--- config.mk ---
export PLATFORM = sky130hd
export DESIGN_NAME = prp_ctrl
export DESIGN_NICKNAME = d
export VERILOG_FILES = /design/src/rtl/core/pagerank_pull_engine_defines.svh /design/src/rtl/core/prp_pkg.sv /design/src/rtl/core/prp_ctrl.sv
export SDC_FILE = /design/constraint.sdc
export NUM_CORES = 1
export LEC_CHECK = 0
export BUFFER_PORTS_ARGS = -buffer_cell sky130_fd_sc_hd__buf_4
export CAP_MARGIN = 20
export CORE_MARGIN = 1.5
export CORE_UTILIZATION = 52
export CTS_CLUSTER_SIZE = 30
export DETAILED_ROUTE_END_ITERATION = 12
export PLACE_DENSITY = 0.78
export SETUP_SLACK_MARGIN = 0.05
export SYNTH_ARGS = -nofsm -noshare
export SYNTH_HDL_FRONTEND = slang
export SYNTH_SLANG_ARGS = --single-unit
--- constraint.sdc ---
create_clock -name i_clk -period 2.2 [get_ports i_clk]
set_input_delay 0.33 -clock i_clk [delete_from_list [all_inputs] [get_ports i_clk]]
set_output_delay 0.33 -clock i_clk [all_outputs]
set_load 0.005 [all_outputs]
--- src/rtl/core/pagerank_pull_engine_defines.svh ---
// Assertion macros used by the pagerank pull engine datapath.
`ifndef PAGERANK_PULL_ENGINE_DEFINES_SVH
`define PAGERANK_PULL_ENGINE_DEFINES_SVH

`ifndef ASSERT_OFF
// Clocked check that is switched off while reset is held.
`define PRP_ASSERT(lbl, clk, rst_n, prop) \
    lbl: assert property (@(posedge clk) disable iff (!rst_n) (prop)) \
        else $error("pagerank pull engine check failed");
// Clocked check that also holds during reset.
`define PRP_ASSERT_ALWAYS(lbl, clk, prop) \
    lbl: assert property (@(posedge clk) (prop)) \
        else $error("pagerank pull engine check failed");
`else
`define PRP_ASSERT(lbl, clk, rst_n, prop)
`define PRP_ASSERT_ALWAYS(lbl, clk, prop)
`endif

`endif

--- src/rtl/core/prp_pkg.sv ---
// Types and constants of the pagerank pull engine.
package prp_pkg;

    localparam int DATA_W       = 32;
    localparam int COUNT_W      = 13;
    localparam int NODE_FIELD_W = 10;

    localparam logic [DATA_W-1:0]  Q_085     = 32'd55706;
    localparam logic [DATA_W-1:0]  Q_015     = 32'd9830;
    localparam logic [COUNT_W-1:0] COUNT_MAX = 13'd8191;

    localparam logic [1:0] MODE_LOAD = 2'd0;
    localparam logic [1:0] MODE_RUN  = 2'd1;
    localparam logic [1:0] MODE_READ = 2'd2;

    localparam logic [1:0] CFG_NODE_COUNT = 2'd0;
    localparam logic [1:0] CFG_TOLERANCE  = 2'd1;
    localparam logic [1:0] CFG_MAX_ROUNDS = 2'd2;

    localparam logic [10:0] NODE_COUNT_RST = 11'd1024;
    localparam logic [15:0] TOLERANCE_RST  = 16'd655;
    localparam logic [7:0]  MAX_ROUNDS_RST = 8'd64;

    typedef enum logic [4:0] {
        S_RESET_CLR,
        S_IDLE,
        S_DECODE,
        S_LOAD_WR,
        S_READ_OUT,
        S_ERR_OUT,
        S_INIT,
        S_ROUND,
        S_EDGE_RD,
        S_EDGE_FETCH,
        S_EDGE_START,
        S_EDGE_DIV,
        S_EDGE_ACC,
        S_EDGE_NEXT,
        S_NODE_RD,
        S_NODE_MUL,
        S_NODE_UPD,
        S_SUM_CLR,
        S_ROUND_END,
        S_RUN_END
    } t_state;

    typedef enum logic [4:0] {
        OP_IDLE,
        OP_SWEEP_RESET,
        OP_DECODE,
        OP_LOAD_WR,
        OP_READ_OUT,
        OP_ERR_OUT,
        OP_SWEEP_INIT,
        OP_ROUND_START,
        OP_EDGE_RD,
        OP_EDGE_FETCH,
        OP_EDGE_START,
        OP_EDGE_WAIT,
        OP_EDGE_ACC,
        OP_EDGE_NEXT,
        OP_NODE_RD,
        OP_NODE_MUL,
        OP_NODE_UPD,
        OP_SWEEP_SUM,
        OP_ROUND_END,
        OP_RUN_END
    } t_op;

    typedef struct packed {
        t_op  op;
        logic in_take;
        logic div_start;
    } t_cmd;

    typedef struct packed {
        logic [1:0] mode;
        logic       dec_err;
        logic       out_free;
        logic       idx_last;
        logic       edge_last;
        logic       node_last;
        logic       edges_empty;
        logic       node_none;
        logic       cnt_zero;
        logic       div_done;
        logic       more_rounds;
    } t_status;

endpackage

--- src/rtl/core/prp_ctrl.sv ---
// Controller state machine sequencing loads, reads and ranking rounds.
module prp_ctrl (
    input  logic             i_clk,
    input  logic             i_rst_n,
    input  logic             i_in_valid,
    output logic             o_in_stall,
    input  prp_pkg::t_status i_status,
    output prp_pkg::t_cmd    o_cmd
);
    import prp_pkg::*;

    t_state r_state;
    t_state n_state;

    always_ff @(posedge i_clk) begin
        if (!i_rst_n) begin
            r_state <= S_RESET_CLR;
        end else begin
            r_state <= n_state;
        end
    end

    always_comb begin
        n_state = r_state;
        unique case (r_state)
            S_RESET_CLR: if (i_status.idx_last) n_state = S_IDLE;
            S_IDLE:      if (i_in_valid && i_status.out_free) n_state = S_DECODE;
            S_DECODE: begin
                if (i_status.dec_err) begin
                    n_state = S_ERR_OUT;
                end else begin
                    unique case (i_status.mode)
                        MODE_LOAD: n_state = S_LOAD_WR;
                        MODE_RUN:  n_state = S_INIT;
                        MODE_READ: n_state = S_READ_OUT;
                        default:   n_state = S_ERR_OUT;
                    endcase
                end
            end
            S_LOAD_WR, S_READ_OUT, S_ERR_OUT, S_RUN_END: n_state = S_IDLE;
            S_INIT: if (i_status.idx_last) n_state = S_ROUND;
            S_ROUND: begin
                priority if (!i_status.edges_empty) n_state = S_EDGE_RD;
                else if (!i_status.node_none)       n_state = S_NODE_RD;
                else                                n_state = S_SUM_CLR;
            end
            S_EDGE_RD:    n_state = S_EDGE_FETCH;
            S_EDGE_FETCH: n_state = S_EDGE_START;
            S_EDGE_START: n_state = i_status.cnt_zero ? S_EDGE_NEXT : S_EDGE_DIV;
            S_EDGE_DIV:   if (i_status.div_done) n_state = S_EDGE_ACC;
            S_EDGE_ACC:   n_state = S_EDGE_NEXT;
            S_EDGE_NEXT: begin
                priority if (!i_status.edge_last) n_state = S_EDGE_RD;
                else if (!i_status.node_none)     n_state = S_NODE_RD;
                else                              n_state = S_SUM_CLR;
            end
            S_NODE_RD:   n_state = S_NODE_MUL;
            S_NODE_MUL:  n_state = S_NODE_UPD;
            S_NODE_UPD:  n_state = i_status.node_last ? S_SUM_CLR : S_NODE_RD;
            S_SUM_CLR:   if (i_status.idx_last) n_state = S_ROUND_END;
            S_ROUND_END: n_state = i_status.more_rounds ? S_ROUND : S_RUN_END;
            default:     n_state = S_IDLE;
        endcase
    end

    always_comb begin
        o_cmd.in_take   = (r_state == S_IDLE) && i_in_valid && i_status.out_free;
        o_cmd.div_start = (r_state == S_EDGE_START) && !i_status.cnt_zero;
        o_in_stall      = !((r_state == S_IDLE) && i_status.out_free);
        unique case (r_state)
            S_RESET_CLR:  o_cmd.op = OP_SWEEP_RESET;
            S_IDLE:       o_cmd.op = OP_IDLE;
            S_DECODE:     o_cmd.op = OP_DECODE;
            S_LOAD_WR:    o_cmd.op = OP_LOAD_WR;
            S_READ_OUT:   o_cmd.op = OP_READ_OUT;
            S_ERR_OUT:    o_cmd.op = OP_ERR_OUT;
            S_INIT:       o_cmd.op = OP_SWEEP_INIT;
            S_ROUND:      o_cmd.op = OP_ROUND_START;
            S_EDGE_RD:    o_cmd.op = OP_EDGE_RD;
            S_EDGE_FETCH: o_cmd.op = OP_EDGE_FETCH;
            S_EDGE_START: o_cmd.op = OP_EDGE_START;
            S_EDGE_DIV:   o_cmd.op = OP_EDGE_WAIT;
            S_EDGE_ACC:   o_cmd.op = OP_EDGE_ACC;
            S_EDGE_NEXT:  o_cmd.op = OP_EDGE_NEXT;
            S_NODE_RD:    o_cmd.op = OP_NODE_RD;
            S_NODE_MUL:   o_cmd.op = OP_NODE_MUL;
            S_NODE_UPD:   o_cmd.op = OP_NODE_UPD;
            S_SUM_CLR:    o_cmd.op = OP_SWEEP_SUM;
            S_ROUND_END:  o_cmd.op = OP_ROUND_END;
            S_RUN_END:    o_cmd.op = OP_RUN_END;
            default:      o_cmd.op = OP_IDLE;
        endcase
    end

endmodule

# Word level (Yosys, flattened, before mapping)
# Memory sizes are Yosys's and may differ from the RTL's. A register that Yosys moved wholly into a read port is not among the register bits.
# Cells that the tools add are included.
[totals] elab_cells=50 n_memories=1 out_inout_bits=8 register_bits=5 rom_bits=160
[memory_table] memory="(no name shown)" depth=32 word_bits=5 rd=1 rd_ports_with_merged_regs=1 write_ports=0 line_no="prp_ctrl.sv:70" source="unique case (r_state)"
[classes] muxes=16 eq_ne=22 reduce_logical=10
[op_table] operator="5-bit case mux with 16 select lines" n=1
[op_table] operator="5-bit 2-to-1 mux" n=12
[op_table] operator="5-bit by 4-bit equality test with 1-bit output (second input constant)" n=8
[op_table] operator="5-bit equality test (second input constant)" n=3
[op_table] operator="5-bit by 3-bit equality test with 1-bit output (second input constant)" n=2
[op_table] operator="2-bit != test (second input constant)" n=5
[op_table] operator="3-bit case mux with 3 select lines" n=1
[op_table] operator="3-bit 2-to-1 mux" n=2
[op_table] operator="5-bit by 1-bit equality test with 1-bit output (second input constant)" n=1
[op_table] operator="5-bit by 2-bit equality test with 1-bit output (second input constant)" n=1
[op_table] operator="1-bit logical AND" n=5
[op_table] operator="5-bit zero test" n=1
[op_table] operator="5-bit AND reduction" n=1
[op_table] operator="2-bit by 1-bit equality test with 1-bit output (second input constant)" n=1
[op_table] operator="2-bit equality test (second input constant)" n=1
[op_table] operator="1-bit zero test" n=2
[op_table] operator="2-bit zero test" n=1

# Depth between registers and ports, before layout
[depth] word_depth=6 ltp_mapped=9 ltp_nobuf=8

# Worst setup path after synthesis
# OpenSTA, ideal clock, no wires.
[synth_path] path_type="register to register" startpoint="register r_state[3]" endpoint="register o_cmd[2] (netlist name)" arrival_time_ns=1.801 required_time_ns=2.077 path_buffers=1 setup_slack_ns=0.275 stages_incl_launch_ff=9 path_cell_list="dfxtp_1 buf_6 or2_4 o32ai_2 a21oi_2 o211ai_2 a32oi_2 nor4_2 mux2_1"
[synth_via] elab_chain_len=5
[synth_lines] item="start: declaration" line_no="prp_ctrl.sv:12" source="t_state r_state;"
[synth_lines] item="start signal: assignment" line_no="prp_ctrl.sv:19" source="r_state <= n_state;"
[synth_lines] item="5-bit by 1-bit equality test with 1-bit output (tied with other cells)" line_no="prp_ctrl.sv:25" source="unique case (r_state)"
[synth_lines] item="2-bit != test (no line)"
[synth_lines] item="5-bit AND reduction (no line)"
[synth_lines] item="5-bit 2-to-1 mux (no line) * (2 in series)"
# Mark *: on every way between the ends. The rest lies on a longest branch, timed or not.
# A chain may end at the register's enable or synchronous reset.

# Worst setup path after layout
[layout_path] startpoint="register r_state[1]" endpoint="register o_cmd[2] (netlist name)"
[layout_via] elab_chain_len=5
[layout_lines] item="5-bit by 1-bit equality test with 1-bit output (tied with other cells)" line_no="prp_ctrl.sv:25"
[layout_lines] item="2-bit != test (no line)"
[layout_lines] item="5-bit AND reduction (no line)"
[layout_lines] item="5-bit 2-to-1 mux (no line) * (2 in series)"
# Marked as above.

==> metrics.log <==
[metrics] number of hold-slack violations in the final timing report: 0
[metrics] number of DRC markers in iteration 0: 16
[metrics] sum of buffers and inverters on the critical path: 0
[metrics] overall overflow remaining after global route: 0
[metrics] family of cells with the greatest summed delay on the critical path: simple AND/OR/NAND/NOR gates
[metrics] count of synthesis-stage warnings from yosys: 0
[metrics] Via-to-Cell Ratio: 5.99
[metrics] top_reg_cell synth: dfxtp_1
[metrics] total power after layout: 0.545 mW
[metrics] post-synthesis register bit count: 10
[metrics] kind of end point of the critical path: register
[metrics] hold-fix buffers at CTS: 0
[metrics] setup repair bufs after CTS: 0
[metrics] count of TritonRoute iterations in the first routing pass: 4
[metrics] instance count of the mapped netlist: 115
[metrics] setup slack, reg-to-reg: 120 ps
[metrics] Post-Synth XOR/XNOR Area: 0%
[metrics] average wire per cell in the routed design: 14.1 um
[metrics] FF-to-FF path depth: 7
[metrics] post-route DRC violation count: 0
[metrics] crit-path cells: or3b_1 > o32ai_2 > a21oi_2 > o211ai_2 > a32oi_2 > nor4_2 > mux2_1
[metrics] simple-gate area share of the yosys netlist: 36.1%
[metrics] post-CTS clock slew at the launch and capture registers of the worst setup and hold paths: 70 ps
[metrics] Pins Over Slew Limit: 0
[metrics] setup repair after global routing missed its margin: no
[metrics] post-route fraction of the period consumed by the critical path: 94.8%
[metrics] vertical extent of the die: 45.0 um
[metrics] GR Util All Layers: 26.4%
[metrics] time the worst path needs with I/O delays and setup: 2080 ps
[metrics] arrival time worst endpoint: 2240 ps
[metrics] largest net degree at the start of global routing: 18
[metrics] root buffer selected by CTS: clkbuf_4
[metrics] Worst Slack Setup Final: 115 ps
[metrics] count of different cell masters after synthesis: 44
[metrics] Syn Nets: 134
[metrics] initial antenna violation count: 0
[metrics] fraction of synthesis flops using an asynchronous set or reset pin: 0%
[metrics] hold-critical path depth: 2
[metrics] VDD IR max: 316 uV
[metrics] CP Launch Point: r_state[1]
[metrics] classification of the worst-slack hold path: in -> reg
[metrics] share of synthesized area spent on multiplexers: 1.23%
[metrics] power density over the cells: 458 nW/um2
[metrics] slowest cell on the critical path: dfxtp_2
[metrics] wire length after detailed routing: 2280 um
[metrics] antenna-violating nets left: 0
[metrics] area enclosed by the die boundary: 2030 um2
[metrics] top post-synthesis cells by area: dfxtp_1 (22%), and2_1 (5.4%), ha_1 (5.4%), nand2b_1 (4.1%), nand3b_1 (4.1%)
[metrics] Crit Path Class: reg -> reg
[metrics] CTS tree: built
[metrics] number of vias in the routed layout: 970
[metrics] starting density of the core: 54.4%
[metrics] dominant combinational cell family by area after synthesis: simple AND/OR/NAND/NOR gates
[metrics] Setup Skew: 5.44 ps
[metrics] number of setup violations in the final report: 0
[metrics] capture point of the worst reg-to-reg path: o_cmd[2]
[metrics] r2r startpoint: r_state[1]
[metrics] clock sinks: 10
[metrics] register area share after synthesis: 21.8%
[metrics] count of pins on the block boundary: 23
[metrics] endpoint of the most critical setup path: o_cmd[2]
[metrics] number of global-route vias before repair: 880
[metrics] count of standard-cell rows: 15
[metrics] # nets final: 165
[metrics] post-synthesis instance area: 918 um2
[metrics] CTS max path bufs: 2
[metrics] first-pass GRT wire length: 3850 um
[metrics] clock buffer count from CTS: 3
[metrics] Worst slew margin: 73.4%
[metrics] Total Negative Setup Slacks: 0 ps
[metrics] fraction of layout cells with a size suffix above 1: 34.5%
[metrics] share of the synthesized area in the top cell type: 21.8%
[metrics] Leak: 0.496 nW
[metrics] maximum clock frequency: 480 MHz
[metrics] detailed placer's ending HPWL: 1830 um
[metrics] clock latency on the worst-skew pair: 270 ps
[metrics] Core Box Area: 1690 um2
[metrics] Area Growth Syn to Fin: 29.6%
[metrics] number of inserted diodes: 0
[metrics] minimum setup slack after placement: 36.8 ps
[metrics] number of instances resized during post-cts repair: 1
[metrics] average instance area after synthesis: 7.99 um2
[metrics] maximum capacitance violations: 0
[metrics] cell type with the highest aggregate area in the netlist: dfxtp_1
[metrics] maximum net fanout on the critical path: 11
[metrics] slew at the pin with the worst max-slew slack: 396 ps
[metrics] share of synthesized cell area in full adder, half adder and majority cells: 5.45%
[metrics] status: finished, final reports clean
[metrics] Port-buffer cells: 22
[metrics] number of enable-type register cells in the synthesized netlist: 0
[metrics] Placer Congestion: 0.918
[metrics] stage delay of the slowest cell on the critical path: 440 ps
[metrics] synthesized-area fraction occupied by ao, oa, aoi and oai cells: 26.3%
[metrics] die extent in x: 45.0 um
[metrics] H-Tree Depth: 1
[metrics] critical path depth in cells: 7
[metrics] required time at the worst-slack endpoint: 2360 ps
[metrics] kind of launch point of the worst setup path: register
through the flow:
| stage | hold slack [ps] | cells | area, um2 | util [%] |
|---|---|---|---|---|
| global placement | 608 | 158 | 1150 | 68.1 |
| CTS | 321 | 162 | 1190 | 70.3 |
| detailed placement | 609 | 158 | 1150 | 68.1 |
| finish | 327 | 162 | 1190 | 70.4 |
| global route | 339 | 162 | 1190 | 70.4 |
| floorplan | 452 | 115 | 918 | - |
flip-flops by register name, summed over array words and instances, names as in the netlist:
register  count
o_cmd         5
r_state       5
synthesized netlist by cell type (2+ instances only):
cell / instances
o21ai_0: 7
or3b_1: 3
dfxtp_1: 10
nand3b_1: 5
nor2_1: 9
a31oi_1: 2
inv_1: 5
o211ai_1: 2
a32oi_1: 3
a21oi_1: 4
nand3_1: 2
and2_1: 8
nand2_1: 4
nor3_1: 6
buf_2: 4
ha_1: 4
nand4b_1: 3
nand2b_1: 6
buf_6: 3
layer usage:
layer	GRT usage, %	wire length (um)	vias to the layer above	share of wire (%)
met4	8.82	26	0	1.1
li1	-	-	484	-
met3	6.40	113	4	5.0
met2	42.9	1100	24	48
met1	34.2	1040	458	45
met5	0	0	-	0
cells by family (layout without fill, tap and decap cells):
group                    Yosys count  in the layout
adder cells (fa/ha/maj)            4              4
multiplexers                       1              1
AND/OR/NAND/NOR                   54             54
flip-flops                        10             10
buffers and inverters             14             44
AO/OA/AOI/OAI                     32             32
power by group:
part / leakage (nW) / switching, mW / internal (mW)
clock: 0.0210 / 0.0692 / 0.101
combinational: 0.392 / 0.0866 / 0.0872
sequential: 0.0827 / 0.00912 / 0.192
total: 0.496 / 0.165 / 0.380
area by class of cell:
type                            count  area [um2]
Tap cell                           17        21.3
Sequential cell                    10         204
Fill cell                         150         499
Inverter                            5        18.8
Clock buffer                        4        36.3
Multi-Input combinational cell     91         634
Timing Repair Buffer               35         275
how the worst min path moves through the flow:
stage,startpoint,to,slack [ps]
after CTS,i_rst_n,r_state[2],320
final,i_rst_n,r_state[2],330
after floorplan,i_rst_n,o_cmd[3],450
after global routing,i_rst_n,o_cmd[4],340
after global placement,i_rst_n,o_cmd[4],610
after detailed placement,i_rst_n,r_state[2],610
layout by cell type, fill, tap and decap left out, types with 3 or more instances in the layout:
cell type	synthesis	final
nand2_1	4	4
nand3b_1	5	5
a21oi_1	4	4
nand2b_1	6	6
a32oi_1	3	3
ha_1	4	4
inv_1	5	5
and2_1	8	8
buf_4	1	34
dfxtp_2	0	3
clkbuf_4	0	3
nor2_1	9	9
or3b_1	3	3
nor3_1	6	6
dfxtp_1	10	7
o21ai_0	7	7
nand4b_1	3	3
worst reg2reg max path: cells and delay by family (launching register included):
family / cells / cell delay, ps
flops: 1 / 440
mux: 1 / 340
compound gates: 4 / 440
simple gates: 2 / 740
Note: power is estimated with default switching activity, not from simulation.
